`src/rtl/core/aec_pkg.sv`:
```
// aec_pkg: shared types, constants and tables of the ambisonic coefficient encoder
// holds payload structs, cordic arctangent table and the harmonic step sequence
// no dependencies
package aec_pkg;

   typedef struct packed {
      logic signed [15:0] azimuth;
      logic signed [15:0] elevation;
   } req_type;

   typedef struct packed {
      logic [3:0]         channel;
      logic signed [23:0] coefficient;
      logic               last;
   } rsp_type;

   typedef struct packed {
      logic [1:0]       order;
      logic             mode_3d;
      logic [15:0]      gain;
      logic [3:0][15:0] weight;
   } cfg_type;

   // q30 sines and cosines of the five angles, only the sine for twice the elevation
   typedef struct packed {
      logic signed [31:0] ca;
      logic signed [31:0] sa;
      logic signed [31:0] c2a;
      logic signed [31:0] s2a;
      logic signed [31:0] c3a;
      logic signed [31:0] s3a;
      logic signed [31:0] ce;
      logic signed [31:0] se;
      logic signed [31:0] s2e;
   } trig_type;

   localparam int OPW          = 34;
   localparam int CORDIC_STEPS = 30;
   localparam int NUM_H        = 16;

   localparam logic signed [OPW-1:0] Q30_ONE     = 34'sd1073741824;
   localparam logic signed [OPW-1:0] CORDIC_GAIN = 34'sd652032874;
   localparam logic signed [OPW-1:0] K_S32       = 34'sd929887697;
   localparam logic signed [OPW-1:0] K_S58       = 34'sd848867446;
   localparam logic signed [OPW-1:0] K_S152      = 34'sd2079292101;
   localparam logic signed [OPW-1:0] K_S38       = 34'sd657529896;

   // register indexes
   localparam logic [2:0] CSR_ORDER   = 3'd0;
   localparam logic [2:0] CSR_MODE_3D = 3'd1;
   localparam logic [2:0] CSR_GAIN    = 3'd2;
   localparam logic [2:0] CSR_WEIGHT0 = 3'd3;
   localparam logic [2:0] CSR_WEIGHT1 = 3'd4;
   localparam logic [2:0] CSR_WEIGHT2 = 3'd5;
   localparam logic [2:0] CSR_WEIGHT3 = 3'd6;

   // operand sources of the harmonic sequencer
   localparam logic [4:0] SRC_ZERO = 5'd0;
   localparam logic [4:0] SRC_CA   = 5'd1;
   localparam logic [4:0] SRC_SA   = 5'd2;
   localparam logic [4:0] SRC_C2A  = 5'd3;
   localparam logic [4:0] SRC_S2A  = 5'd4;
   localparam logic [4:0] SRC_C3A  = 5'd5;
   localparam logic [4:0] SRC_S3A  = 5'd6;
   localparam logic [4:0] SRC_CE   = 5'd7;
   localparam logic [4:0] SRC_SE   = 5'd8;
   localparam logic [4:0] SRC_S2E  = 5'd9;
   localparam logic [4:0] SRC_CE2  = 5'd10;
   localparam logic [4:0] SRC_CE3  = 5'd11;
   localparam logic [4:0] SRC_F5   = 5'd12;
   localparam logic [4:0] SRC_F3   = 5'd13;
   localparam logic [4:0] SRC_T    = 5'd14;
   localparam logic [4:0] SRC_H1   = 5'd15;
   localparam logic [4:0] SRC_H3   = 5'd16;
   localparam logic [4:0] SRC_K32  = 5'd17;
   localparam logic [4:0] SRC_K58  = 5'd18;
   localparam logic [4:0] SRC_K152 = 5'd19;
   localparam logic [4:0] SRC_K38  = 5'd20;

   // destinations
   localparam logic [2:0] DST_CE2  = 3'd0;
   localparam logic [2:0] DST_CE3  = 3'd1;
   localparam logic [2:0] DST_SE2  = 3'd2;
   localparam logic [2:0] DST_T    = 3'd3;
   localparam logic [2:0] DST_H    = 3'd4;
   localparam logic [2:0] DST_HALF = 3'd5;

   localparam logic [4:0] LAST_STEP_3D = 5'd27;
   localparam logic [4:0] LAST_STEP_2D = 5'd8;

   typedef struct packed {
      logic [4:0] src_a;
      logic [4:0] src_b;
      logic [2:0] dst;
      logic [3:0] hidx;
   } step_type;

   function automatic step_type mk(input logic [4:0] a, input logic [4:0] b,
                                   input logic [2:0] d, input logic [3:0] h);
      step_type s;
      s.src_a = a;
      s.src_b = b;
      s.dst   = d;
      s.hidx  = h;
      return s;
   endfunction

   function automatic step_type harm_step(input logic [4:0] step, input logic mode_3d);
      step_type s;
      s = mk(SRC_ZERO, SRC_ZERO, DST_T, 4'd0);
      case (step)
         5'd0: s = mk(SRC_CE, SRC_CE, DST_CE2, 4'd0);
         5'd1: s = mk(SRC_CE2, SRC_CE, DST_CE3, 4'd0);
         5'd2: s = mk(SRC_SE, SRC_SE, DST_SE2, 4'd0);
         default: begin
            if (mode_3d) begin
               case (step)
                  5'd3:  s = mk(SRC_SA, SRC_CE, DST_H, 4'd1);
                  5'd4:  s = mk(SRC_CA, SRC_CE, DST_H, 4'd3);
                  5'd5:  s = mk(SRC_S2A, SRC_CE2, DST_T, 4'd0);
                  5'd6:  s = mk(SRC_K32, SRC_T, DST_H, 4'd4);
                  5'd7:  s = mk(SRC_SA, SRC_S2E, DST_T, 4'd0);
                  5'd8:  s = mk(SRC_K32, SRC_T, DST_H, 4'd5);
                  5'd9:  s = mk(SRC_CA, SRC_S2E, DST_T, 4'd0);
                  5'd10: s = mk(SRC_K32, SRC_T, DST_H, 4'd7);
                  5'd11: s = mk(SRC_C2A, SRC_CE2, DST_T, 4'd0);
                  5'd12: s = mk(SRC_K32, SRC_T, DST_H, 4'd8);
                  5'd13: s = mk(SRC_S3A, SRC_CE3, DST_T, 4'd0);
                  5'd14: s = mk(SRC_K58, SRC_T, DST_H, 4'd9);
                  5'd15: s = mk(SRC_S2A, SRC_SE, DST_T, 4'd0);
                  5'd16: s = mk(SRC_T, SRC_CE2, DST_T, 4'd0);
                  5'd17: s = mk(SRC_K152, SRC_T, DST_H, 4'd10);
                  5'd18: s = mk(SRC_H1, SRC_F5, DST_T, 4'd0);
                  5'd19: s = mk(SRC_K38, SRC_T, DST_H, 4'd11);
                  5'd20: s = mk(SRC_SE, SRC_F3, DST_HALF, 4'd12);
                  5'd21: s = mk(SRC_H3, SRC_F5, DST_T, 4'd0);
                  5'd22: s = mk(SRC_K38, SRC_T, DST_H, 4'd13);
                  5'd23: s = mk(SRC_C2A, SRC_SE, DST_T, 4'd0);
                  5'd24: s = mk(SRC_T, SRC_CE2, DST_T, 4'd0);
                  5'd25: s = mk(SRC_K152, SRC_T, DST_H, 4'd14);
                  5'd26: s = mk(SRC_C3A, SRC_CE3, DST_T, 4'd0);
                  5'd27: s = mk(SRC_K58, SRC_T, DST_H, 4'd15);
                  default: s = mk(SRC_ZERO, SRC_ZERO, DST_T, 4'd0);
               endcase
            end else begin
               case (step)
                  5'd3: s = mk(SRC_CA, SRC_CE, DST_H, 4'd1);
                  5'd4: s = mk(SRC_SA, SRC_CE, DST_H, 4'd2);
                  5'd5: s = mk(SRC_C2A, SRC_CE2, DST_H, 4'd3);
                  5'd6: s = mk(SRC_S2A, SRC_CE2, DST_H, 4'd4);
                  5'd7: s = mk(SRC_C3A, SRC_CE3, DST_H, 4'd5);
                  5'd8: s = mk(SRC_S3A, SRC_CE3, DST_H, 4'd6);
                  default: s = mk(SRC_ZERO, SRC_ZERO, DST_T, 4'd0);
               endcase
            end
         end
      endcase
      return s;
   endfunction

   function automatic logic [29:0] atan_tab(input logic [4:0] i);
      logic [29:0] v;
      case (i)
         5'd0:  v = 30'h20000000;
         5'd1:  v = 30'h12E4051E;
         5'd2:  v = 30'h09FB385B;
         5'd3:  v = 30'h051111D4;
         5'd4:  v = 30'h028B0D43;
         5'd5:  v = 30'h0145D7E1;
         5'd6:  v = 30'h00A2F61E;
         5'd7:  v = 30'h00517C55;
         5'd8:  v = 30'h0028BE53;
         5'd9:  v = 30'h00145F2F;
         5'd10: v = 30'h000A2F98;
         5'd11: v = 30'h000517CC;
         5'd12: v = 30'h00028BE6;
         5'd13: v = 30'h000145F3;
         5'd14: v = 30'h0000A2FA;
         5'd15: v = 30'h0000517D;
         5'd16: v = 30'h000028BE;
         5'd17: v = 30'h0000145F;
         5'd18: v = 30'h00000A30;
         5'd19: v = 30'h00000518;
         5'd20: v = 30'h0000028C;
         5'd21: v = 30'h00000146;
         5'd22: v = 30'h000000A3;
         5'd23: v = 30'h00000051;
         5'd24: v = 30'h00000029;
         5'd25: v = 30'h00000014;
         5'd26: v = 30'h0000000A;
         5'd27: v = 30'h00000005;
         5'd28: v = 30'h00000003;
         5'd29: v = 30'h00000001;
         default: v = 30'h0;
      endcase
      return v;
   endfunction

endpackage

```
`src/rtl/core/aec_emit.sv`:
```
// aec_emit: scales each harmonic by weight and gain, rounds, saturates, drives results
// three-stage pipeline that holds as a whole while the result is stalled
// depends on aec_pkg
module aec_emit #(
   parameter int MAX_ORDER = 3
) (
   input  logic                  clock,
   input  logic                  reset,
   input  logic                  start,
   input  logic signed [33:0]    h [16],
   input  aec_pkg::cfg_type      cfg,
   output logic                  idle,
   output logic                  rsp_valid,
   input  logic                  rsp_stall,
   output aec_pkg::rsp_type      rsp_data
);
   import aec_pkg::*;

   localparam int HN = (MAX_ORDER + 1) * (MAX_ORDER + 1);
   localparam int CW = $clog2(HN);

   logic signed [OPW-1:0] hs_ff [HN];
   logic [CW-1:0]         k_ff, last_ff;
   logic                  busy_ff, mode_ff;
   logic                  en;
   logic [1:0]            ord;
   logic [3:0]            last_idx, kk;
   logic [4:0]            kp1;
   logic [1:0]            lvl;
   logic signed [15:0]    w, g;
   logic signed [49:0]    p1_in, p1_ff;
   logic signed [65:0]    p2_in, p2_ff, rnd;
   logic [3:0]            ch1_ff, ch2_ff;
   logic                  l1_ff, l2_ff, v1_ff, v2_ff;
   logic signed [23:0]    sat;
   rsp_type               out_ff;
   logic                  out_v_ff;

   assign ord = (cfg.order > 2'(MAX_ORDER)) ? 2'(MAX_ORDER) : cfg.order;

   always_comb begin
      if (cfg.mode_3d) begin
         case (ord)
            2'd0: last_idx = 4'd0;
            2'd1: last_idx = 4'd3;
            2'd2: last_idx = 4'd8;
            default: last_idx = 4'd15;
         endcase
      end else begin
         last_idx = {1'b0, ord, 1'b0};
      end
   end

   assign kk  = 4'(k_ff);
   assign kp1 = {1'b0, kk} + 5'd1;

   always_comb begin
      if (mode_ff) begin
         if (kk == 4'd0)
            lvl = 2'd0;
         else if (kk < 4'd4)
            lvl = 2'd1;
         else if (kk < 4'd9)
            lvl = 2'd2;
         else
            lvl = 2'd3;
      end else begin
         lvl = kp1[2:1];
      end
   end

   assign w     = signed'(cfg.weight[lvl]);
   assign g     = signed'(cfg.gain);
   assign p1_in = hs_ff[k_ff] * w;
   assign p2_in = p1_ff * g;
   assign rnd   = (p2_ff + 66'sd137438953472) >>> 38;

   always_comb begin
      if (rnd > 66'sd8388607)
         sat = 24'sh7FFFFF;
      else if (rnd < -66'sd8388608)
         sat = 24'sh800000;
      else
         sat = rnd[23:0];
   end

   assign en        = !out_v_ff || !rsp_stall;
   assign idle      = !busy_ff;
   assign rsp_valid = out_v_ff;
   assign rsp_data  = out_ff;

   always_ff @(posedge clock) begin
      if (reset) begin
         busy_ff  <= 1'b0;
         v1_ff    <= 1'b0;
         v2_ff    <= 1'b0;
         out_v_ff <= 1'b0;
         k_ff     <= '0;
      end else begin
         if (start && !busy_ff) begin
            busy_ff <= 1'b1;
            k_ff    <= '0;
         end else if (en && busy_ff) begin
            k_ff <= k_ff + 1'b1;
            if (k_ff == last_ff)
               busy_ff <= 1'b0;
         end
         if (en) begin
            v1_ff    <= busy_ff;
            v2_ff    <= v1_ff;
            out_v_ff <= v2_ff;
         end
      end
   end

   always_ff @(posedge clock) begin
      if (start && !busy_ff) begin
         for (int i = 0; i < HN; i++)
            hs_ff[i] <= h[i];
         last_ff <= last_idx[CW-1:0];
         mode_ff <= cfg.mode_3d;
      end
      if (en) begin
         p1_ff  <= p1_in;
         ch1_ff <= kk;
         l1_ff  <= (k_ff == last_ff);
         p2_ff  <= p2_in;
         ch2_ff <= ch1_ff;
         l2_ff  <= l1_ff;
         out_ff.channel     <= ch2_ff;
         out_ff.coefficient <= sat;
         out_ff.last        <= l2_ff;
      end
   end

endmodule

```
`config.mk`:
```
export PLATFORM = sky130hd
export DESIGN_NAME = aec_emit
export DESIGN_NICKNAME = d
export VERILOG_FILES = /design/src/rtl/core/aec_pkg.sv /design/src/rtl/core/aec_emit.sv
export SDC_FILE = /design/constraint.sdc
export NUM_CORES = 2
export LEC_CHECK = 0
export BUFFER_PORTS_ARGS = -buffer_cell sky130_fd_sc_hd__buf_2
export CAP_MARGIN = 20
export CORE_ASPECT_RATIO = 2
export CORE_UTILIZATION = 54
export CTS_CLUSTER_SIZE = 10
export DETAILED_ROUTE_END_ITERATION = 8
export PLACE_DENSITY = 0.79
export SETUP_SLACK_MARGIN = 0.15
export SYNTH_ARGS = -nofsm -noshare
export SYNTH_HDL_FRONTEND = slang
export SYNTH_SLANG_ARGS = --single-unit
```
`constraint.sdc`:
```
create_clock -name clock -period 78.2 [get_ports clock]
set_input_delay 11.73 -clock clock [delete_from_list [all_inputs] [get_ports clock]]
set_output_delay 11.73 -clock clock [all_outputs]
set_load 0.03 [all_outputs]
```
==> results.md <==
* finished clean — result of the run
* sky130_fd_sc_hd__inv_1 — most common cell after layout, fill and taps aside
* 0.1553 — layout cells sized above 1
* 662 — Boundary Pins
* 0 — maxcap violations
* 29 — critical path peak fanout
* p1_ff[41] — worst flop-to-flop path endpoint
* 79 — TritonCTS Buffers
* 0 — post-cts resize count
* 0 — Slew Viols, Final
* 3 — Clock H-tree levels
* 0 — DRC violations left
* sky130_fd_sc_hd__fa_1 — Worst path most repeated cell
* 321,800 um — first-pass GRT wire length
* 667 — Post-synth EDFFs
* in2reg — Crit Path Category
* 20,270 ps — crit path DAT
* 10.55% — synthesis-to-layout area growth
* 0.9963 — final estimated routing congestion in global placement
* sky130_fd_sc_hd__edfxtp_1 — most used flip-flop cell after synthesis
* 0.2909 — sequential fraction of the synthesis area
* sky130_fd_sc_hd__clkbuf_16 — master cell of the clock root buffer
* 25.81 um — routed wire length per instance
* 69,670 um^2 — total standard cell area after synthesis
* 0 — final setup violation count
* 0.3396 — GRT Util Overall
* 0.5433 — Initial Util
* 679 — number of clock sinks
* 8,251 — post-synthesis net count
* 67,050 ps — setup slack on the worst flop-to-flop path
* 48 — antenna violations before repair
* 256.0 um — horizontal extent of the die
* primary input — CP Launch Type
* 679 — number of register bits inferred by synthesis
* yes — clock tree from TritonCTS
* 50.37 MHz — achievable clock frequency
* 0 — count of warnings emitted by yosys
* sky130_fd_sc_hd__o211ai_1 — worst-path cell with the longest stage delay
* false — setup repair after global routing missed its margin
* 128,200 um^2 — placeable core region
* 0 — final-report hold violation count
* 130,600 um^2 — overall die area
* 48,498 — via count
* 78,620 ps — data required time of the worst path
* 0 — global route overflow
* 8,772 — total number of nets in the final design
* 3,630 — initial DRC count
* 188 — maximum number of pins on one net before global-route repair
* 1010 ps — Slowest Stage Delay on Critical Path
* 216,600 um — final routed wirelength across all metal layers
* 374.5 ps — Fin Hold WS
* 86.31 ps — worst clock skew
* 8 — number of search-and-repair iterations in the first detailed-routing pass
* 67 — number of distinct library cells after synthesis
* 0.2539 — fin crit share
* 169,900 um — DPL Wire Length
* 8,230 — placed cells
* 1175 ps — slew of the pin with the lowest slew margin
* reg2reg — hold crit path type
* buf_2 > buf_4 > nand2_1 > fa_1 > inv_1 > fa_1 > inv_1 > fa_1 > fa_1 > fa_1 > inv_1 > fa_1 > ha_1 > a21oi_1 > nor2_1 > a2111oi_0 > o211ai_1 > o211ai_1 > a21oi_1 > o31a_1 > a221o_1 > a41oi_2 > xnor2_1 — ordered cell list for the critical path
* 5.779 — routed vias/inst
* 0 — number of buffers inserted by post-CTS setup repair
* 6,101 — instance count of the mapped netlist
* 55,018 — number of global-route vias before repair
* 0 — asr flop ratio synth
* 510.0 um — height of the die
* 0.2131 — Max-slew headroom
* 19,850 ps — post-route minimum period
* 0 ps — setup TNS after final layout
* 9,986 — Layout fillers
* 661 — number of buffer cells added on primary ports
* 60 ps — clock-pin slew on the worst setup and hold paths
* 0 — number of hold buffers added after cts
* 8,392 — non-filler cells, final
* 0 — number of nets with antenna violations after detailed routing
* sky130_fd_sc_hd__inv_1 (1,341), sky130_fd_sc_hd__fa_1 (1,251), sky130_fd_sc_hd__nand2_1 (850) — highest-count cells in the layout ignoring fill and taps
* 740 ps — clock latency on the worst-skew pair
* 3 — number of buffers on the longest clock path
* p2_ff[62] — capture point of the worst path
* 27 — Worst Reg-to-Reg Cells
* register — category of the worst setup path capture point
* 186 — standard-cell rows
* cfg[68] — critical path startpoint
* 57,910 ps — Worst Setup Slack post-DPL
* 58,350 ps — Final Worst Setup Slack
* 11.42 um^2 — post-synthesis area per instance
==> sequential cells by signal, summed over array words and instances, names as in the netlist, 4 cells and up, named ones only <==
signal,flops
ch1_ff,4
ch2_ff,4
hs_ff,544
k_ff,4
last_ff,4
p1_ff,50
p2_ff,29
rsp_data,29
==> metal layers <==
layer | global-route usage | up-vias | routed length (um)
met3 | 0.06473 | 1123 | 17080
met1 | 0.3121 | 24464 | 60350
met4 | 0.3570 | 8 | 25400
li1 | - | 19921 | -
met2 | 0.6061 | 2982 | 113700
met5 | 0 | - | 47
==> cells in the mapped netlist (5+ instances only) <==
cell / n / area (um^2)
sky130_fd_sc_hd__clkbuf_1: 257 / 964.7
sky130_fd_sc_hd__and2_1: 328 / 2052
sky130_fd_sc_hd__a31oi_1: 8 / 50.05
sky130_fd_sc_hd__mux2i_1: 35 / 350.3
sky130_fd_sc_hd__and4_1: 5 / 43.79
sky130_fd_sc_hd__mux4_2: 164 / 3694
sky130_fd_sc_hd__mux2_2: 22 / 247.7
sky130_fd_sc_hd__o21ai_0: 78 / 390.4
sky130_fd_sc_hd__nor2_1: 174 / 653.1
sky130_fd_sc_hd__o211ai_1: 6 / 45.04
sky130_fd_sc_hd__buf_2: 12 / 60.06
sky130_fd_sc_hd__edfxtp_1: 667 / 20030
sky130_fd_sc_hd__o21a_1: 10 / 75.07
sky130_fd_sc_hd__nand4_1: 21 / 131.4
sky130_fd_sc_hd__nor2b_1: 74 / 462.9
sky130_fd_sc_hd__fa_1: 1251 / 25040
sky130_fd_sc_hd__and3_1: 15 / 93.84
sky130_fd_sc_hd__nand2_1: 851 / 3194
sky130_fd_sc_hd__o21bai_1: 13 / 97.59
sky130_fd_sc_hd__a21o_1: 53 / 397.9
sky130_fd_sc_hd__o21ai_1: 11 / 55.05
sky130_fd_sc_hd__xor2_1: 38 / 332.8
sky130_fd_sc_hd__xnor2_1: 81 / 709.4
sky130_fd_sc_hd__nor4_1: 6 / 37.54
sky130_fd_sc_hd__nand2b_1: 64 / 400.4
sky130_fd_sc_hd__inv_1: 1341 / 5034
sky130_fd_sc_hd__a21oi_1: 99 / 495.5
sky130_fd_sc_hd__buf_1: 11 / 41.29
sky130_fd_sc_hd__ha_1: 268 / 3353
sky130_fd_sc_hd__or2_2: 5 / 31.28
sky130_fd_sc_hd__a221o_1: 5 / 50.05
sky130_fd_sc_hd__nor3_1: 14 / 70.07
sky130_fd_sc_hd__nand3_1: 41 / 205.2
sky130_fd_sc_hd__dfxtp_1: 12 / 240.2
==> worst max-delay path: cells and delay by family <==
kind | cells | cell delay, ps
compound gates | 8 | 3690
xor+xnor | 1 | 80
fa+ha+maj | 7 | 3330
buf+inv | 5 | 1180
simple gates | 2 | 220
==> stage by stage <==
step / cell area, um^2 / utilization
3_5_place_dp: 74610 / 0.5818
6_report: 77020 / 0.6007
4_1_cts: 76840 / 0.5992
3_3_place_gp: 74610 / 0.5818
2_1_floorplan: 69670 / -
5_1_grt: 77000 / 0.6005
==> cell type report <==
class	instances	area [um^2]	area share
antenna	56	140.1	0.001819
clock buffer	90	2018	0.02620
sequential	679	20280	0.2633
inverter	1341	5034	0.06535
clock inverter	13	212.7	0.002762
tap	1692	2117	0.02749
multi-input combinational	3800	43430	0.5638
timing repair buffer	721	3791	0.04922
==> worst min path at each step <==
stage               startpoint  slack [ps]  depth (start not counted)         to
floorplan            ch1_ff[0]         400                          0  ch2_ff[0]
global placement         l1_ff         400                          0      l2_ff
detailed placement   ch1_ff[2]         410                          0  ch2_ff[2]
CTS                  ch1_ff[1]         380                          0  ch2_ff[1]
global route         ch1_ff[1]         400                          0  ch2_ff[1]
finish               ch1_ff[1]         370                          0  ch2_ff[1]
==> cell families (layout without fill, tap and decap cells) <==
kind of cell | after synthesis | count (layout) | synth area share
buffers and inverters | 1622 | 2165 | 0.08762
and+or+nand+nor | 1609 | 1609 | 0.1070
adders and majority gates | 1519 | 1519 | 0.4076
DFF | 679 | 679 | 0.2909
AOI/OAI and AO/OA | 332 | 332 | 0.03028
muxes | 221 | 221 | 0.06160
xor gates and xnor gates | 119 | 119 | 0.01496
other | 0 | 56 | 0
Power is not shown: default switching activity piles up to over one toggle a cycle in this logic, so the estimate is an artifact.
